[src/hw/rtl/csc_pkg.sv]
// Shared constants and elaboration-time helpers for the cubic sine/cosine unit.
// Holds the Q32 angle and polynomial constants and the rounding used to narrow them.
// No dependencies.
package csc_pkg;

	// Field widths of the item ports
	localparam int unsigned ANGLE_W       = 32;
	localparam int unsigned VALUE_W       = 18;
	localparam int unsigned FRAC_BITS_DEF = 16;

	// Width of the offset angle that enters the remainder pipeline
	localparam int unsigned U_W = 34;

	// Constants held with 32 fraction bits
	localparam logic signed [63:0] Q32_HALF_PI       = 64'sd6746518852;
	localparam logic signed [63:0] Q32_PI            = 64'sd13493037705;
	localparam logic signed [63:0] Q32_THREE_HALF_PI = 64'sd20239556557;
	localparam logic signed [63:0] Q32_TWO_PI        = 64'sd26986075409;
	localparam logic signed [63:0] Q32_A2            = -64'sd2487792937;
	localparam logic signed [63:0] Q32_A3            = 64'sd475623888;

	// Round a Q32 constant down by s bits, nearest with ties away from zero
	function automatic logic signed [63:0] q32_round(input logic signed [63:0] v,
			input int unsigned s);
		logic signed [63:0] half;
		half = 64'sd1 <<< (s - 1);
		if (v >= 0) begin
			return (v + half) >>> s;
		end else begin
			return -((-v + half) >>> s);
		end
	endfunction

	// Number of quotient bits needed so that d shifted by that count exceeds lim
	function automatic int unsigned quot_bits(input logic signed [63:0] d,
			input logic signed [63:0] lim);
		int unsigned n;
		n = 0;
		while ((d <<< n) <= lim) begin
			n++;
		end
		return n;
	endfunction

endpackage

[src/hw/rtl/cubic_sine_cosine_approx_unit.sv]
// Top level of the cubic sine/cosine unit: range reduction and polynomial pipeline.
// Depends on csc_pkg for widths, Q32 constants and elaboration helpers.
//
// The unit takes an angle in radians (signed, FRAC_BITS fraction bits) and an operation
// bit (0 sine, 1 cosine) and returns sign * (1 + a2*t^2 + a3*t^3), where t is the angle
// reduced to [0, 2pi) and mirrored into its quadrant; the result has FRAC_BITS fraction
// bits, is clamped to -1..1 and is masked to the 18-bit value port. One item enters per
// clock cycle while req_stall is low. The pipeline stages are, in order: offset, quotient
// estimate by reciprocal multiplication, remainder, one correction step, quadrant,
// square, cube, coefficient products, and the final sum with rounding, sign and clamp.
// Each stage holds its item under stall and empty stages fill while the output waits,
// so req_stall rises only when every stage holds an item and the result is not being
// taken.
module cubic_sine_cosine_approx_unit #(
	parameter int unsigned FRAC_BITS = csc_pkg::FRAC_BITS_DEF
) (
	input  logic                                clk,
	input  logic                                arst_n,
	input  logic                                req_valid,
	output logic                                req_stall,
	input  logic                                operation,
	input  logic signed [csc_pkg::ANGLE_W-1:0]  angle,
	output logic                                rsp_valid,
	input  logic                                rsp_stall,
	output logic signed [csc_pkg::VALUE_W-1:0]  value
);
	import csc_pkg::*;

	// Constants narrowed to FRAC_BITS
	localparam int unsigned QS = 32 - FRAC_BITS;
	localparam logic signed [63:0] HALF_PI_C  = q32_round(Q32_HALF_PI, QS);
	localparam logic signed [63:0] PI_C       = q32_round(Q32_PI, QS);
	localparam logic signed [63:0] THREE_HP_C = q32_round(Q32_THREE_HALF_PI, QS);
	localparam logic signed [63:0] TWO_PI_C   = q32_round(Q32_TWO_PI, QS);
	localparam logic signed [63:0] A2_C       = q32_round(Q32_A2, QS);
	localparam logic signed [63:0] A3_C       = q32_round(Q32_A3, QS);

	// Offset by a multiple of 2pi that makes every angle non-negative
	localparam logic signed [63:0] OFFS_C = ((64'sd1 <<< (ANGLE_W - 1)) / TWO_PI_C + 1)
		* TWO_PI_C;
	localparam logic signed [63:0] UMAX_C = (64'sd1 <<< (ANGLE_W - 1)) - 1 + HALF_PI_C
		+ OFFS_C;
	localparam int unsigned NQ = quot_bits(TWO_PI_C, UMAX_C);

	// Reciprocal of 2pi: the estimate from the top bits of the angle is low by at most one
	localparam int unsigned UHW = U_W - FRAC_BITS;
	localparam logic signed [63:0] RECIP_C = (64'sd1 <<< U_W) / TWO_PI_C;
	localparam int unsigned RCW = $clog2(RECIP_C + 1);

	// Datapath widths
	localparam int unsigned RW  = FRAC_BITS + 3;
	localparam int unsigned TW  = FRAC_BITS + 1;
	localparam int unsigned T2W = FRAC_BITS + 2;
	localparam int unsigned T3W = FRAC_BITS + 2;
	localparam int unsigned AW  = FRAC_BITS + 1;
	localparam int unsigned PRW = AW + T2W + 1;
	localparam int unsigned PW  = PRW + 1;

	localparam logic [U_W-1:0] ADD_SIN = OFFS_C[U_W-1:0];
	localparam logic signed [63:0] OFFS_COS_C = OFFS_C + HALF_PI_C;
	localparam logic [U_W-1:0] ADD_COS = OFFS_COS_C[U_W-1:0];
	localparam logic [RCW-1:0] RECIP_R = RECIP_C[RCW-1:0];
	localparam logic [RW-1:0] HALF_R  = HALF_PI_C[RW-1:0];
	localparam logic [RW-1:0] PI_R    = PI_C[RW-1:0];
	localparam logic [RW-1:0] THREE_R = THREE_HP_C[RW-1:0];
	localparam logic [RW-1:0] TWO_PI_R = TWO_PI_C[RW-1:0];
	localparam logic [RW:0]   TWO_PI_X = TWO_PI_C[RW:0];
	localparam logic signed [AW-1:0] A2_S = A2_C[AW-1:0];
	localparam logic signed [AW-1:0] A3_S = A3_C[AW-1:0];
	localparam logic [2*TW:0] RND_SQ = (2*TW+1)'(1) << (FRAC_BITS - 1);
	localparam logic [T2W+TW:0] RND_CU = (T2W+TW+1)'(1) << (FRAC_BITS - 1);
	localparam logic signed [PW-1:0] RND_P = PW'(1) << (FRAC_BITS - 1);
	localparam logic signed [PW-1:0] RND_N = RND_P - 1;
	localparam logic signed [PW-1:0] ONE_SH = PW'(1) << (2 * FRAC_BITS);
	localparam logic signed [PW-1:0] ONE_P = PW'(1) << FRAC_BITS;
	localparam logic signed [PW-1:0] NEG_ONE_P = -ONE_P;

	// Pipeline registers
	logic              vld_s1;
	logic [U_W-1:0]    u_s1;
	logic              vld_s2;
	logic [U_W-1:0]    u_s2;
	logic [NQ-1:0]     q_s2;
	logic              vld_s3;
	logic [RW:0]       r_s3;
	logic              vld_s4;
	logic [RW-1:0]     rr_s4;
	logic              vld_s5, neg_s5;
	logic [TW-1:0]     t_s5;
	logic              vld_s6, neg_s6;
	logic [TW-1:0]     t_s6;
	logic [T2W-1:0]    t2_s6;
	logic              vld_s7, neg_s7;
	logic [T2W-1:0]    t2_s7;
	logic [T3W-1:0]    t3_s7;
	logic              vld_s8, neg_s8;
	logic signed [PRW-1:0] pa_s8, pb_s8;
	logic              vld_s9;
	logic signed [VALUE_W-1:0] value_s9;

	// Per-stage ready: a stage loads when empty or when its successor moves
	logic rdy_s1, rdy_s2, rdy_s3, rdy_s4, rdy_s5, rdy_s6, rdy_s7, rdy_s8, rdy_s9;

	assign rdy_s9 = !vld_s9 || !rsp_stall;
	assign rdy_s8 = !vld_s8 || rdy_s9;
	assign rdy_s7 = !vld_s7 || rdy_s8;
	assign rdy_s6 = !vld_s6 || rdy_s7;
	assign rdy_s5 = !vld_s5 || rdy_s6;
	assign rdy_s4 = !vld_s4 || rdy_s5;
	assign rdy_s3 = !vld_s3 || rdy_s4;
	assign rdy_s2 = !vld_s2 || rdy_s3;
	assign rdy_s1 = !vld_s1 || rdy_s2;

	assign req_stall = !rdy_s1;
	assign rsp_valid = vld_s9;
	assign value     = value_s9;

	// Stage 1: add the cosine shift and the 2pi multiple that makes the angle positive
	logic [U_W-1:0] u_next;
	assign u_next = {{(U_W - ANGLE_W){angle[ANGLE_W-1]}}, angle}
		+ (operation ? ADD_COS : ADD_SIN);

	always_ff @(posedge clk or negedge arst_n) begin
		if (!arst_n) begin
			vld_s1 <= 1'b0;
		end else if (rdy_s1) begin
			vld_s1 <= req_valid;
		end
	end

	always_ff @(posedge clk) begin
		if (rdy_s1 && req_valid) begin
			u_s1 <= u_next;
		end
	end

	// Stage 2: estimate the quotient by 2pi from the integer part times the reciprocal
	logic [UHW+RCW-1:0] q_prod;
	assign q_prod = {{RCW{1'b0}}, u_s1[U_W-1:FRAC_BITS]} * {{UHW{1'b0}}, RECIP_R};

	always_ff @(posedge clk or negedge arst_n) begin
		if (!arst_n) begin
			vld_s2 <= 1'b0;
		end else if (rdy_s2) begin
			vld_s2 <= vld_s1;
		end
	end

	always_ff @(posedge clk) begin
		if (rdy_s2 && vld_s1) begin
			u_s2 <= u_s1;
			q_s2 <= q_prod[UHW +: NQ];
		end
	end

	// Stage 3: remove the estimated turns, leaving a remainder below twice 2pi
	logic [NQ+RW-1:0] qd;
	logic [U_W-1:0]   r_diff;
	assign qd     = {{RW{1'b0}}, q_s2} * {{NQ{1'b0}}, TWO_PI_R};
	assign r_diff = u_s2 - U_W'(qd);

	always_ff @(posedge clk or negedge arst_n) begin
		if (!arst_n) begin
			vld_s3 <= 1'b0;
		end else if (rdy_s3) begin
			vld_s3 <= vld_s2;
		end
	end

	always_ff @(posedge clk) begin
		if (rdy_s3 && vld_s2) begin
			r_s3 <= r_diff[RW:0];
		end
	end

	// Stage 4: drop one more 2pi when the estimate was one short
	logic [RW:0] r_sub;
	assign r_sub = r_s3 - TWO_PI_X;

	always_ff @(posedge clk or negedge arst_n) begin
		if (!arst_n) begin
			vld_s4 <= 1'b0;
		end else if (rdy_s4) begin
			vld_s4 <= vld_s3;
		end
	end

	always_ff @(posedge clk) begin
		if (rdy_s4 && vld_s3) begin
			rr_s4 <= (r_s3 >= TWO_PI_X) ? r_sub[RW-1:0] : r_s3[RW-1:0];
		end
	end

	// Stage 5: pick the quadrant, the mirrored argument and the sign
	logic [RW-1:0] t_diff;
	logic          neg_next;

	always_comb begin
		if (rr_s4 < HALF_R) begin
			t_diff   = HALF_R - rr_s4;
			neg_next = 1'b0;
		end else if (rr_s4 < PI_R) begin
			t_diff   = rr_s4 - HALF_R;
			neg_next = 1'b0;
		end else if (rr_s4 < THREE_R) begin
			t_diff   = THREE_R - rr_s4;
			neg_next = 1'b1;
		end else begin
			t_diff   = rr_s4 - THREE_R;
			neg_next = 1'b1;
		end
	end

	always_ff @(posedge clk or negedge arst_n) begin
		if (!arst_n) begin
			vld_s5 <= 1'b0;
		end else if (rdy_s5) begin
			vld_s5 <= vld_s4;
		end
	end

	always_ff @(posedge clk) begin
		if (rdy_s5 && vld_s4) begin
			t_s5   <= t_diff[TW-1:0];
			neg_s5 <= neg_next;
		end
	end

	// Stage 6: square the argument and round
	logic [2*TW-1:0] sq;
	logic [2*TW:0]   sq_rnd;
	assign sq     = {{TW{1'b0}}, t_s5} * {{TW{1'b0}}, t_s5};
	assign sq_rnd = {1'b0, sq} + RND_SQ;

	always_ff @(posedge clk or negedge arst_n) begin
		if (!arst_n) begin
			vld_s6 <= 1'b0;
		end else if (rdy_s6) begin
			vld_s6 <= vld_s5;
		end
	end

	always_ff @(posedge clk) begin
		if (rdy_s6 && vld_s5) begin
			t_s6   <= t_s5;
			t2_s6  <= sq_rnd[FRAC_BITS +: T2W];
			neg_s6 <= neg_s5;
		end
	end

	// Stage 7: cube from the rounded square and round
	logic [T2W+TW-1:0] cu;
	logic [T2W+TW:0]   cu_rnd;
	assign cu     = {{TW{1'b0}}, t2_s6} * {{T2W{1'b0}}, t_s6};
	assign cu_rnd = {1'b0, cu} + RND_CU;

	always_ff @(posedge clk or negedge arst_n) begin
		if (!arst_n) begin
			vld_s7 <= 1'b0;
		end else if (rdy_s7) begin
			vld_s7 <= vld_s6;
		end
	end

	always_ff @(posedge clk) begin
		if (rdy_s7 && vld_s6) begin
			t2_s7  <= t2_s6;
			t3_s7  <= cu_rnd[FRAC_BITS +: T3W];
			neg_s7 <= neg_s6;
		end
	end

	// Stage 8: coefficient products
	logic signed [PRW-1:0] pa_next, pb_next;
	assign pa_next = A2_S * $signed({1'b0, t2_s7});
	assign pb_next = A3_S * $signed({1'b0, t3_s7});

	always_ff @(posedge clk or negedge arst_n) begin
		if (!arst_n) begin
			vld_s8 <= 1'b0;
		end else if (rdy_s8) begin
			vld_s8 <= vld_s7;
		end
	end

	always_ff @(posedge clk) begin
		if (rdy_s8 && vld_s7) begin
			pa_s8  <= pa_next;
			pb_s8  <= pb_next;
			neg_s8 <= neg_s7;
		end
	end

	// Stage 9: add one and round away from zero in one sum, clamp, then apply the sign.
	// A negative sum takes one less than half as bias, so the floor shift rounds its
	// magnitude away from zero.
	logic signed [PW-1:0] psum, hsh, hill, hill_clp, hill_sgn;

	always_comb begin
		psum = PW'(pa_s8) + PW'(pb_s8);
		hsh  = psum + ONE_SH + (psum[PW-1] ? RND_N : RND_P);
		hill = hsh >>> FRAC_BITS;
		if (hill > ONE_P) begin
			hill_clp = ONE_P;
		end else if (hill < NEG_ONE_P) begin
			hill_clp = NEG_ONE_P;
		end else begin
			hill_clp = hill;
		end
		hill_sgn = neg_s8 ? -hill_clp : hill_clp;
	end

	always_ff @(posedge clk or negedge arst_n) begin
		if (!arst_n) begin
			vld_s9 <= 1'b0;
		end else if (rdy_s9) begin
			vld_s9 <= vld_s8;
		end
	end

	always_ff @(posedge clk) begin
		if (rdy_s9 && vld_s8) begin
			value_s9 <= hill_sgn[VALUE_W-1:0];
		end
	end

	// Checks
	localparam bit RANGE_CHK = (FRAC_BITS <= VALUE_W - 2);

	// Back-pressure reaches the input only from a waiting result
	a_stall_cause: assert property (@(posedge clk) disable iff (!arst_n)
		req_stall |-> (rsp_valid && rsp_stall))
		else $error("input stalled without a stalled result");

	// The corrected remainder ends below 2pi
	a_reduced: assert property (@(posedge clk) disable iff (!arst_n)
		vld_s4 |-> (rr_s4 < TWO_PI_R))
		else $error("reduced angle not below two pi");

	// A delivered value lies within -1..1
	a_range: assert property (@(posedge clk) disable iff (!arst_n)
		rsp_valid |-> (!RANGE_CHK || ((int'(value) <= (1 << FRAC_BITS))
		&& (int'(value) >= -(1 << FRAC_BITS)))))
		else $error("result outside -1..1");

endmodule

[config.mk]
export PLATFORM = sky130hd
export DESIGN_NAME = cubic_sine_cosine_approx_unit
export DESIGN_NICKNAME = d
export VERILOG_FILES = /design/src/hw/rtl/csc_pkg.sv /design/src/hw/rtl/cubic_sine_cosine_approx_unit.sv
export SDC_FILE = /design/constraint.sdc
export NUM_CORES = 2
export LEC_CHECK = 0
export BUFFER_PORTS_ARGS = -buffer_cell sky130_fd_sc_hd__buf_2
export CAP_MARGIN = 5
export CORE_MARGIN = 2
export CORE_UTILIZATION = 35
export CTS_CLUSTER_SIZE = 28
export DETAILED_ROUTE_END_ITERATION = 8
export PLACE_DENSITY = 0.48
export SLEW_MARGIN = 10
export SYNTH_ARGS = -nofsm -noshare
export SYNTH_HDL_FRONTEND = slang
export SYNTH_SLANG_ARGS = --single-unit
[constraint.sdc]
create_clock -name clk -period 8.1 [get_ports clk]
set_input_delay 0.405 -clock clk [delete_from_list [all_inputs] [get_ports clk]]
set_output_delay 0.405 -clock clk [all_outputs]
set_load 0.02 [all_outputs]
Word level (Yosys, flattened, before mapping)

Cells that the tools add are included.

Bits in latches: 0
Output and inout bits: 20
Input port bits: 37
Memory bits (read-only): 0
Register bits: 293
Memories kept: 0
Word-level logic and storage cells: 90
Memory bits (writable): 0

Mux-type cells: 10
Eq/ne operators: 0
$lt $le $gt $ge: 6
Reductions and logical operators: 29
Divide/modulo/power cells: 0
Add/sub/neg operators: 13
Multipliers: 6
Bitwise operators: 0
Shift-type cells: 0

Operator list:

| cell                   | number |
|---|---|
| $mux 18                | 4 |
| $add 34x16->34 const B | 2 |
| $mux 17                | 3 |
| $add 36x32->37         | 1 |
| $add 37x17->37         | 1 |
| $add 37x34->37 const B | 1 |
| $mul 17x19->36 const A | 1 |
| $add 32x33->34         | 1 |
| $mul 17x17->34         | 1 |
| $mul 18x17->34         | 1 |
| $mul 18x16->32 const B | 1 |
| $mul 13x18->31 const A | 1 |
| $gt 21x18->1 const B   | 1 |
| $lt 21x17->1 const B   | 1 |
| $ge 20x19->1 const B   | 1 |
| $mul 14x19->20 const B | 1 |
| $sub 20x20->20         | 1 |
| $lt 19x17->1 const B   | 1 |
| $lt 19x18->1 const B   | 1 |
| $lt 19x19->1 const B   | 1 |
| $mux 19                | 1 |
| $sub 19x19->19 const B | 1 |
| $neg 18->18            | 1 |
| $sub 16x17->17 const A | 1 |
| 8 further kinds        | 34 |

Logic depth before layout (Yosys ltp)

Depth after elaboration: 11
Gate-level depth with buffers: 31
Mapped depth without buffers: 27

Least setup slack after synthesis

No wires, ideal clock.

Kind: register -> register
Start: register t2_s6[12]
End: register t3_s7[17], data pin
Setup slack: 1.428 ns
Period minus slack after synthesis: 6.672 ns
Buffers on the path: 1
Required time: 7.840 ns
Arrival: 6.412 ns
Stages on the path, launching flop included: 28
Cell sequence: edfxtp_1 clkbuf_1 nand2_1 fa_1 inv_1 fa_1 inv_1 fa_1 inv_1 fa_1 inv_1 fa_1 inv_1 fa_1 ha_1 o21a_1 o21ai_0 nor2_1 o21ai_0 o31ai_1 o211ai_1 o211ai_1 a311oi_1 o21ai_0 a311oi_1 o21bai_1 a21oi_1 xnor2_1

Word-level cells in the longest chain between the ends: 2

RTL lines:

| what                   | RTL line                             | RTL |
|---|---|---|
| from (decl)            | cubic_sine_cosine_approx_unit.sv:92  | `logic [T2W-1:0] t2_s6;` |
| from (signal assigned) | cubic_sine_cosine_approx_unit.sv:246 | `t2_s6 <= sq_rnd[FRAC_BITS +: T2W];` |
| $mul 18x17->34         | cubic_sine_cosine_approx_unit.sv:254 | `assign cu = {{TW{1'b0}}, t2_s6} * {{T2W{1'b0}}, t_s6};` |
| $add 34x16->34         | cubic_sine_cosine_approx_unit.sv:255 | `assign cu_rnd = {1'b0, cu} + RND_CU;` |
| named net cu_rnd[33]   | cubic_sine_cosine_approx_unit.sv:253 | `logic [T2W+TW:0] cu_rnd;` |
| to (signal assigned)   | cubic_sine_cosine_approx_unit.sv:268 | `t3_s7 <= cu_rnd[FRAC_BITS +: T3W];` |
| to (decl)              | cubic_sine_cosine_approx_unit.sv:95  | `logic [T3W-1:0] t3_s7;` |

The timed path passes the listed nets, and every way through them passes these cells.
A chain may end at the register's enable or synchronous reset.

Final worst setup path

Start: register t_s6[7]
End: register t3_s7[17], data pin

Word-level cells in the longest chain between the ends: 2

RTL lines:

| what                   | RTL line                             | RTL |
|---|---|---|
| from (decl)            | cubic_sine_cosine_approx_unit.sv:91  | `logic [TW-1:0] t_s6;` |
| from (signal assigned) | cubic_sine_cosine_approx_unit.sv:245 | `t_s6 <= t_s5;` |
| $mul 18x17->34         | cubic_sine_cosine_approx_unit.sv:254 |  |
| $add 34x16->34         | cubic_sine_cosine_approx_unit.sv:255 |  |
| named net cu_rnd[33]   | cubic_sine_cosine_approx_unit.sv:253 |  |

The timed path passes the listed nets, and every way through them passes these cells.

==> flow_summary.json <==
{
  "totalWireLength_um": 114000,
  "initial_core_util": 0.353,
  "cts-buffers-inserted": 40,
  "cts.repair.resized": 0,
  "synth_ff_type": "edfxtp_1",
  "synth.distinct_cells": 84,
  "overflow": 0,
  "synth_cells": 4924,
  "hold_path_class": "in -> reg",
  "synth_edf_count": 283,
  "fin_nets": 6602,
  "synth_nets": 6551,
  "routabilityCongestion": 0.831,
  "min_period_ns": 7.45,
  "root_buffer": "clkbuf_16",
  "wl_per_cell_um": 16.5,
  "cts_tree": "built",
  "synth_top_area_frac": 0.328,
  "setup.worst_path.end_class": "flop",
  "use_met2": 0.272,
  "setup_slack_ns": 0.651,
  "die_area_um2": 146000,
  "crit_fanout": 18,
  "clk_pin_slew_ns": 0.06,
  "startpoint_type": "flop",
  "drv_cap": 0,
  "final_common_cell": "inv_1",
  "postSynthAreaPerCell_um2": 10.2,
  "tns_ns": 0,
  "min_period_over_period": 0.920,
  "worst_pin_slew_ns": 1.14,
  "synth-async-reset-ratio": 0.0308,
  "grt_start_max_net_pins": 67,
  "slew_headroom": 0.239,
  "vias": 32225,
  "core_um2": 142000,
  "setup_viol": 0,
  "antenna_found_initial": 3,
  "dp_slack_ns": 0.631,
  "ant_nets": 0,
  "hold_viol": 0,
  "cpPeakStageDelay_ns": 0.76,
  "yosysSeqAreaShare": 0.174,
  "cts.path.max_buffers": 3,
  "crit_required_ns": 8.46,
  "h-tree-depth": 2,
  "antenna_cells": 0,
  "ios": 57,
  "met1_usage": 0.228,
  "gr-max-usage-layer": "met2",
  "hpwlAfterDp_um": 97400,
  "fp.dieW_um": 382,
  "critPathArrivalTime_ns": 7.81,
  "status": "completed",
  "grt_pass1_wl_um": 188000,
  "rsz0062_at_grt": "no",
  "slowest_stage": "edfxtp_1",
  "port_buffers": 56,
  "grt_pass1_vias": 34520,
  "yosysTopAreaCell": "fa_1",
  "synth_seq_cells": 292,
  "final.setup_skew_ns": 0.0589,
  "grt_use_met3": 0.0157,
  "yosys_warnings": 0,
  "route.detailed.drc": 0,
  "critPathMostFrequentCell": "fa_1",
  "viasPerCell": 4.67,
  "row_count": 138,
  "drive_gt1_frac": 0.0425,
  "synth_area_leaders": "fa_1 33%, ha_1 19%, edfxtp_1 17%",
  "grtUsageTotal": 0.162,
  "maxSlewViolCount": 0,
  "clock.fmax_mhz": 134,
  "cts.sinks": 292,
  "mostFrequentLayoutCells": "1,143 x inv_1, 819 x fa_1, 771 x ha_1",
  "syn_area_um2": 50100,
  "fp.dieH_um": 382,
  "first_pass_iters": 5,
  "drt_iter0_drc": 1581,
  "crit_type": "reg -> reg",
  "syn2layout_area_growth_pct": 8.08,
  "insertion_delay_ns": 0.62
}
## what timing repair did
item                      in CTS  in global routing
hold buffers                   7                  0
hold endpoints to repair      15                  0
setup buffers                  0                  0
## cell type report
cell class / instances / area (um2)
fillers: 14221 / 87700
multi-input cells: 3387 / 36700
flip-flops and latches: 292 / 8720
inverters: 1144 / 4290
well taps: 1890 / 2360
clock buffers: 48 / 1050
repair buffers: 110 / 703
clock inverters: 25 / 295
## logic make-up after synthesis
family | share of synthesized area
AOI/OAI and AO/OA | 0.0666
xor gates and xnor gates | 0.0401
adders and majority gates | 0.520
buffers and inverters | 0.0937
DFF | 0.174
muxes | 0.00217
and+or+nand+nor | 0.103
## worst max-delay path, delay by kind of cell, from the launching register on
family,cells,cell delay (ns)
fa+ha+maj,7,3.19
buf+inv,5,0.26
flops,1,0.76
compound gates,11,2.66
xor+xnor,1,0.10
simple gates,2,0.23
## synthesized netlist by cell type, types with 8 or more instances
master / n
o31ai_1: 14
nand2_1: 373
dfrtp_1: 9
nand4_1: 18
or3_1: 26
nor3b_1: 8
xnor2_1: 155
o21ai_0: 107
o21a_1: 32
and3_1: 26
a21oi_1: 131
nor3_1: 66
a311oi_1: 9
xor2_1: 74
nor2b_1: 26
nor2_1: 165
inv_1: 1143
o211ai_1: 17
nand2b_1: 24
clkbuf_1: 96
a31oi_1: 16
edfxtp_1: 283
o21bai_1: 11
a21o_1: 35
nor4_1: 14
ha_1: 771
fa_1: 819
or2_2: 18
a211o_1: 15
and2_1: 211
a21boi_0: 18
nand3_1: 54
a211oi_1: 15
## path summary, 6_finish.rpt
check / start / endpoint / slack (ns) / cells past startpoint
min in group asynchronous: arst_n / rsp_valid / 0.23 / 2
setup / recovery: t_s6[7] / t3_s7[17] / 0.65 / 26
max in group asynchronous: arst_n / vld_s4 / 7.59 / 2
hold / removal: rsp_stall / rsp_valid / 0.06 / 2
setup reg to reg: t_s6[7] / t3_s7[17] / 0.65 / 26
hold reg to reg: u_s1[3] / u_s2[3] / 0.42 / 0
## per-layer routing
layer	vias up	routed length, um
met5	-	0
met4	0	1830
li1	15798	-
met1	16007	54900
met2	339	54200
met3	81	2930
## per-stage QoR
step,instances,utilization,instance area (um2),hold WS [ns]
floorplan,4924,-,50100,0.109
global placement,6816,0.372,52700,0.320
detailed placement,6816,0.372,52700,0.322
CTS,6896,0.382,54100,0.00832
global route,6896,0.382,54100,0.0404
finish,6896,0.382,54100,0.0628
## flip-flops by register name (all words and copies together), names as in the netlist, 14 cells and up
signal	cells
t3_s7	18
q_s2	14
r_s3	20
u_s2	20
t2_s6	18
t_s6	17
u_s1	33
t_s5	17
value	18
pb_s8	31
t2_s7	18
rr_s4	19
pa_s8	36
Power is left out: the tool's default activity adds up to more than one toggle a clock period on the data nets, which glitch-free logic cannot reach.
